--- config.mk ---
export PLATFORM = sky130hd
export DESIGN_NAME = hwlc_win_count
export DESIGN_NICKNAME = d
export VERILOG_FILES = /design/src/rtl/hwlc_pkg.sv /design/src/rtl/hwlc_win_count.sv
export SDC_FILE = /design/constraint.sdc
export NUM_CORES = 1
export LEC_CHECK = 0
export BUFFER_PORTS_ARGS = -buffer_cell sky130_fd_sc_hd__buf_2
export CORE_ASPECT_RATIO = 1.2
export CORE_MARGIN = 2
export CORE_UTILIZATION = 41
export DETAILED_ROUTE_END_ITERATION = 8
export GPL_TIMING_DRIVEN = 0
export PLACE_DENSITY = 0.91
export SYNTH_ARGS = -nofsm -noshare
export SYNTH_HDL_FRONTEND = slang
export SYNTH_SLANG_ARGS = --single-unit
--- constraint.sdc ---
create_clock -name vclk -period 8.05
set_clock_uncertainty 0.05 [all_clocks]
set_input_delay 1.61 -clock vclk [all_inputs]
set_output_delay 1.61 -clock vclk [all_outputs]
set_load 0.005 [all_outputs]
--- src/rtl/hwlc_pkg.sv ---
`timescale 1ns / 1ps

package hwlc_pkg;

    // Request codes carried in req_type.
    typedef enum logic [1:0] {
        REQ_CLEAR = 2'd0,
        REQ_LOAD  = 2'd1,
        REQ_EVAL  = 2'd2,
        REQ_QUERY = 2'd3
    } t_req;

    // Fixed field widths of the channels and of the register.
    localparam int TBIN_W   = 4;
    localparam int LAYER_W  = 3;
    localparam int HSTRIP_W = 6;
    localparam int BITS_W   = 64;
    localparam int CNT_W    = 3;
    localparam int MASK_W   = 6;
    localparam int CFG_W    = 5;

    localparam logic [CFG_W-1:0] PERSIST_RESET = 5'd4;

endpackage

--- src/rtl/hwlc_win_count.sv ---
`timescale 1ns / 1ps

// Counts the layers that hold any hit inside one window of time bins. A stored
// word is nonzero exactly when its valid bit is set, so the valid bits suffice.
module hwlc_win_count #(
    parameter int NUM_TIME_BINS = 16,
    parameter int NUM_LAYERS    = 6
) (
    input  logic [NUM_TIME_BINS*NUM_LAYERS-1:0] i_valid,
    input  logic [hwlc_pkg::TBIN_W-1:0]         i_start,
    input  logic [hwlc_pkg::CFG_W-1:0]          i_len,
    output logic [$clog2(NUM_LAYERS+1)-1:0]     o_count
);
    import hwlc_pkg::*;

    localparam int CW = $clog2(NUM_LAYERS + 1);

    logic [NUM_TIME_BINS-1:0] w_in_win;
    logic [CFG_W-1:0]         w_start;
    logic [CFG_W-1:0]         w_end;

    assign w_start = CFG_W'(i_start);
    assign w_end   = w_start + i_len;

    always_comb begin
        for (int t = 0; t < NUM_TIME_BINS; t++) begin
            w_in_win[t] = (CFG_W'(t) >= w_start) && (CFG_W'(t) < w_end);
        end
    end

    always_comb begin
        logic any_hit;
        o_count = '0;
        for (int l = 0; l < NUM_LAYERS; l++) begin
            any_hit = 1'b0;
            for (int t = 0; t < NUM_TIME_BINS; t++) begin
                any_hit = any_hit | (i_valid[t*NUM_LAYERS+l] & w_in_win[t]);
            end
            o_count = o_count + CW'(any_hit);
        end
    end

endmodule
Word-level counts from Yosys, hierarchy flattened
Index checks and enable logic that the tools add are counted.
{"block": "totals", "reg_bits": 0, "in_bits": 105, "word_cells": 240}
{"block": "op_classes", "n_addsub": 6, "n_lt_le_gt_ge": 32, "n_bitwise": 186, "n_reduce_logical": 16}
{"operator": "AND 1 bit", "n": 96}
{"operator": "bitwise OR 1 bit", "n": 90}
{"operator": "less-than comparator 4 x 5 -> 1 bit, first input constant", "n": 8}
{"operator": ">= comparator 4 bit, first input constant", "n": 8}
{"operator": "less-than comparator 3 x 5 -> 1 bit, first input constant", "n": 4}
{"operator": ">= comparator 3 x 4 -> 1 bit, first input constant", "n": 4}
{"operator": "logical AND 1 bit", "n": 16}
{"operator": "less-than comparator 1 x 5 -> 1 bit, first input constant", "n": 2}
{"operator": "less-than comparator 2 x 5 -> 1 bit, first input constant", "n": 2}
{"operator": "adder 3 x 1 -> 3 bit", "n": 3}
{"operator": ">= comparator 1 x 4 -> 1 bit, first input constant", "n": 2}
{"operator": ">= comparator 2 x 4 -> 1 bit, first input constant", "n": 2}
{"operator": "adder 4 x 5 -> 5 bit", "n": 1}
{"operator": "adder 2 x 1 -> 3 bit", "n": 1}
{"operator": "adder 1 x 1 -> 2 bit", "n": 1}

Logic depth before layout (Yosys ltp)
{"block": "logic_depth", "depth_word": 24, "mapped_depth": 18, "depth_no_buf": 15}

Worst setup path before layout
Ideal clock, no wire load.
{"block": "synth_path", "kind": "in2out", "startpoint": "in i_start[0] (netlist bit)", "endpoint": "out o_count[1]", "t_arrival_ps": 5684, "path_slack_ps": 706, "cell_stages": 17, "path_cell_list": "ha_1 fa_1 buf_4 and3_4 or3_1 buf_6 nand2_8 a22oi_1 a222oi_1 and3_1 nand4_1 fa_1 inv_1 fa_1 inv_1 ha_1 fa_1"}
{"block": "synth_via", "elab_chain_cells": 24, "elab_cells_between_ends": 240, "classes_between": "6 x add/sub; 32 x order compare; 186 x bitwise; 16 x reduce/logical"}
{"element": "from (decl)", "line": "hwlc_win_count.sv:10", "rtl": "input logic [hwlc_pkg::TBIN_W-1:0] i_start,"}
{"element": "adder 4 x 5 -> 5 bit", "line": "hwlc_win_count.sv:23", "rtl": "assign w_end = w_start + i_len;"}
{"element": "less-than comparator 1 x 5 -> 1 bit", "line": "hwlc_win_count.sv:27", "rtl": "w_in_win[t] = (CFG_W'(t) >= w_start) && (CFG_W'(t) < w_end);"}
{"element": "logical AND 1 bit", "line": "hwlc_win_count.sv:27"}
{"element": "AND 1 bit", "line": "hwlc_win_count.sv:37", "rtl": "any_hit = any_hit | (i_valid[t*NUM_LAYERS+l] & w_in_win[t]);"}
{"element": "bitwise OR 1 bit (15 in series)", "line": "hwlc_win_count.sv:37"}
{"element": "adder 1 x 1 -> 2 bit", "line": "hwlc_win_count.sv:39", "rtl": "o_count = o_count + CW'(any_hit);"}
{"element": "adder 2 x 1 -> 3 bit", "line": "hwlc_win_count.sv:39"}
{"element": "adder 3 x 1 -> 3 bit (2 in series)", "line": "hwlc_win_count.sv:39"}
{"element": "adder 3 x 1 -> 3 bit (*)", "line": "hwlc_win_count.sv:39"}
{"element": "to (decl)", "line": "hwlc_win_count.sv:12", "rtl": "output logic [$clog2(NUM_LAYERS+1)-1:0] o_count"}
Every way passes the cells marked *; elsewhere a longest branch is shown, timed or not.

Final worst setup path
Ends and elaborated chain as after synthesis.

==> qor.csv <==
stage;metric;value;unit
synth;post-synthesis cell count;182;
floorplanning;Initial Util;0.428;
drt;DR vias/cell;6.37;
setup_path;Setup Crit Path Kind;in2out;
drt;Avg WL per Cell;16.6;um
setup_path;CP bufs+invs;6;
power_and_ir_drop;Pwr Total;0.164;mW
power_and_ir_drop;Net Sw Frac;0.559;
drt;Via Count;2076;
finish;Fillers;291;
power_and_ir_drop;Clk pwr share;0;
sta;f_max;128;MHz
drt;TritonRoute pass-1 iters;5;
clocking;# resized after CTS;0;
finish;Reg area;0;um^2
synth;Cell variety after synth;56;
grt;number of global-route vias before repair;1891;
placement;RePlAce Congestion;0.962;
power_and_ir_drop;PD cells;84.7;mW/mm^2
floorplanning;core area;0.00306;mm^2
clocking;Post-CTS Hold Fix Bufs;0;
sta;RSZ-0062 raised after global routing;false;
placement;post-DP HPWL;4430;um
synth;Seq/Total Area, Yosys;0;
finish;seq_cells;0;
sta;Least-Margin Pin Slew;1.02;ns
synth;syn nets;296;
sta;Hold Vio Cnt, Final;0;
finish;Final Cell Area;0.00194;mm^2
setup_path;CP most frequent cell;fa_1;
floorplanning;I/O Pins;108;
setup_path;worst endpoint required time;6.39;ns
sta;crit path time final;7.83;ns
synth;Avg Inst Size Synth;7.19;um^2
power_and_ir_drop;Sw Pwr;0.0919;mW
finish;CLK BUF;0;
setup_path;Startpoint Class;primary input;
floorplanning;Die H;65.9;um
setup_path;largest stage delay on the critical path;0.56;ns
hold_path;Worst Hold Class;in2out;
clocking;total setup buffers inserted after CTS;0;
placement;placed cell count;326;
floorplanning;Die Width;55.6;um
finish;layout cells sized above 1;0.459;
synth;YS warnings;0;
finish;Non-Filler Instances;326;
sta;fin. max-slew vios;0;
power_and_ir_drop;Comb pwr share;1.000;
power_and_ir_drop;Flop pwr share;0;
setup_path;crit-path max FO;10;
sta;max_slew headroom;0.315;
floorplanning;full die area;0.00366;mm^2
grt;gr ovfl total;0;
drt;drc violations;0;
grt;initial antenna violation count;0;
setup_path;CP endpoint kind;output port;
power_and_ir_drop;P_leak;0.892;nW
job;Max-cap violations;0;
sta;setup_tns;0;ns
sta;fraction of the cycle the final worst path needs;0.972;
finish;fin nets;406;
grt;Total GRT Usage;0.274;
synth;Cell Area, Synth;0.00131;mm^2
finish;diode count;0;
power_and_ir_drop;Peak VDD IR;0.0000561;V
placement;DP Area;0.00189;mm^2
setup_path;Critical Path Slowest Stage Cell;fa_1;
drt;DRT iter0 DRCs;247;
placement;Port Buffers;108;
setup_path;Worst EP arrival;6.17;ns
power_and_ir_drop;internal power;0.0725;mW
finish;growth of design area from synthesis to finish;48.2;%
drt;Routed Wire Length;5410;um
setup_path;Worst path top cell family by delay;adder cells;
run_status;status;finished, final reports clean;
grt;global-route wire length before repair;8380;um
drt;Detail Route Antenna Nets;0;
sta;Final setup viols;0;
setup_path;CP cell instances;buf_2, ha_2, fa_1, buf_4, and3_4, or3_1, buf_6, nand2_8, a22oi_2, a222oi_1, and3_1, nand4_1, fa_1, inv_1, fa_1, inv_1, ha_1, fa_1, buf_2;
grt;largest net degree at the start of global routing;12;
floorplanning;site row count;22;
[cells in the mapped netlist, drive strengths merged]
library cell | instances | area, um^2
fa | 4 | 80.1
nor2 | 9 | 33.8
a21oi | 12 | 63.8
a41oi | 1 | 8.76
o31ai | 1 | 7.51
a32oi | 2 | 17.5
nand2b | 1 | 6.26
clkbuf | 2 | 7.51
nand2 | 18 | 86.3
xor2 | 1 | 8.76
nand3 | 10 | 50.1
a22o | 3 | 26.3
xnor2 | 2 | 17.5
ha | 5 | 62.6
a221oi | 2 | 17.5
a21boi | 2 | 15.0
o22ai | 2 | 12.5
o221a | 1 | 11.3
and3 | 4 | 31.3
and4 | 1 | 8.76
nor3 | 4 | 20.0
o32ai | 1 | 8.76
inv | 7 | 26.3
a22oi | 28 | 210
a311oi | 3 | 32.5
buf | 8 | 78.8
and2 | 2 | 12.5
nor3b | 1 | 7.51
or3 | 4 | 25.0
a222oi | 4 | 40.0
nand4 | 5 | 31.3
nand4b | 1 | 8.76
nand3b | 3 | 22.5
a2111oi | 1 | 8.76
o21ai | 8 | 43.8
or2 | 1 | 6.26
a21o | 2 | 15.0
nor2b | 1 | 6.26
a211oi | 5 | 42.5
a211o | 2 | 17.5
a31oi | 8 | 71.3
[placed cells by master, fill, tap and decap left out, types with 2 or more instances in the layout]
master | netlist | final
buf_6 | 4 | 4
a21oi_1 | 11 | 10
a31oi_2 | 1 | 2
xnor2_1 | 2 | 2
a32oi_1 | 2 | 2
a22o_1 | 3 | 3
nand2_1 | 16 | 16
a21oi_2 | 1 | 2
nand3_1 | 10 | 10
nor2_1 | 9 | 9
inv_1 | 7 | 7
a21boi_1 | 1 | 2
ha_1 | 5 | 4
buf_4 | 2 | 2
a22oi_1 | 28 | 26
a211oi_2 | 1 | 2
nand3b_1 | 3 | 3
a21o_1 | 2 | 2
fa_1 | 4 | 4
a211oi_1 | 4 | 3
clkbuf_1 | 2 | 2
or3_1 | 4 | 4
a221oi_1 | 2 | 2
and2_1 | 2 | 2
a31oi_1 | 6 | 5
a22oi_2 | 0 | 2
a211o_1 | 2 | 2
o21ai_0 | 6 | 6
a222oi_1 | 4 | 4
and3_1 | 2 | 2
nand4_1 | 5 | 5
o22ai_1 | 2 | 2
nor3_1 | 4 | 4
buf_2 | 0 | 108
[metrics by stage]
step	setup slack (ns)	utilization	hold slack (ns)
final	0.223	0.635	3.61
after floorplan	0.706	-	3.40
after CTS	0.113	0.620	3.60
after global placement	0.140	0.620	3.59
after global routing	0.0487	0.635	3.64
after detailed placement	0.124	0.620	3.60
[worst min-delay path, delay by kind of cell]
family | cells | cell delay (ns)
buffers and inverters | 2 | 0.18
adder cells (fa/ha/maj) | 1 | 0.12
AND/OR/NAND/NOR | 2 | 0.13
[power groups by stage]
stage | registers, mW | clock network, mW | logic, mW
4_1_cts | 0 | 0 | 0.156
5_1_grt | 0 | 0 | 0.180
3_5_place_dp | 0 | 0 | 0.155
3_3_place_gp | 0 | 0 | 0.153
2_1_floorplan | 0 | 0 | 0.100
6_report | 0 | 0 | 0.164
[final cells by class]
cell class / instances / area [um^2] / area share
Buffer: 10 / 86.3 / 0.0445
Inverter: 7 / 26.3 / 0.0135
Tap cell: 36 / 45.0 / 0.0232
Multi-Input combinational cell: 165 / 1240 / 0.640
Timing Repair Buffer: 108 / 541 / 0.279
[final timing paths]
| path | start | end | slack (ns) | depth (start not counted) |
|---|---|---|---|---|
| worst max-delay path | i_start[0] | o_count[1] | 0.22 | 19 |
| worst min-delay path | i_valid[7] | o_count[0] | 3.61 | 5 |
[cells by family (layout without fill, tap and decap cells)]
family	count (synthesis)	in the layout	share of synthesized area
AND/OR/NAND/NOR	65	65	0.272
adder cells (fa/ha/maj)	9	9	0.109
AO/OA/AOI/OAI	88	88	0.512
buffers and inverters	17	125	0.0860
XOR/XNOR	3	3	0.0201
[routing by layer]
layer,part of all wire,global-route usage,vias up,wire [um]
met5,0,0,-,0
met4,0.025,0.0854,0,136
met3,0.099,0.0450,14,537
met2,0.50,0.507,144,2700
met1,0.38,0.320,949,2040
li1,-,-,969,-
(Power assumes the default switching activity.)
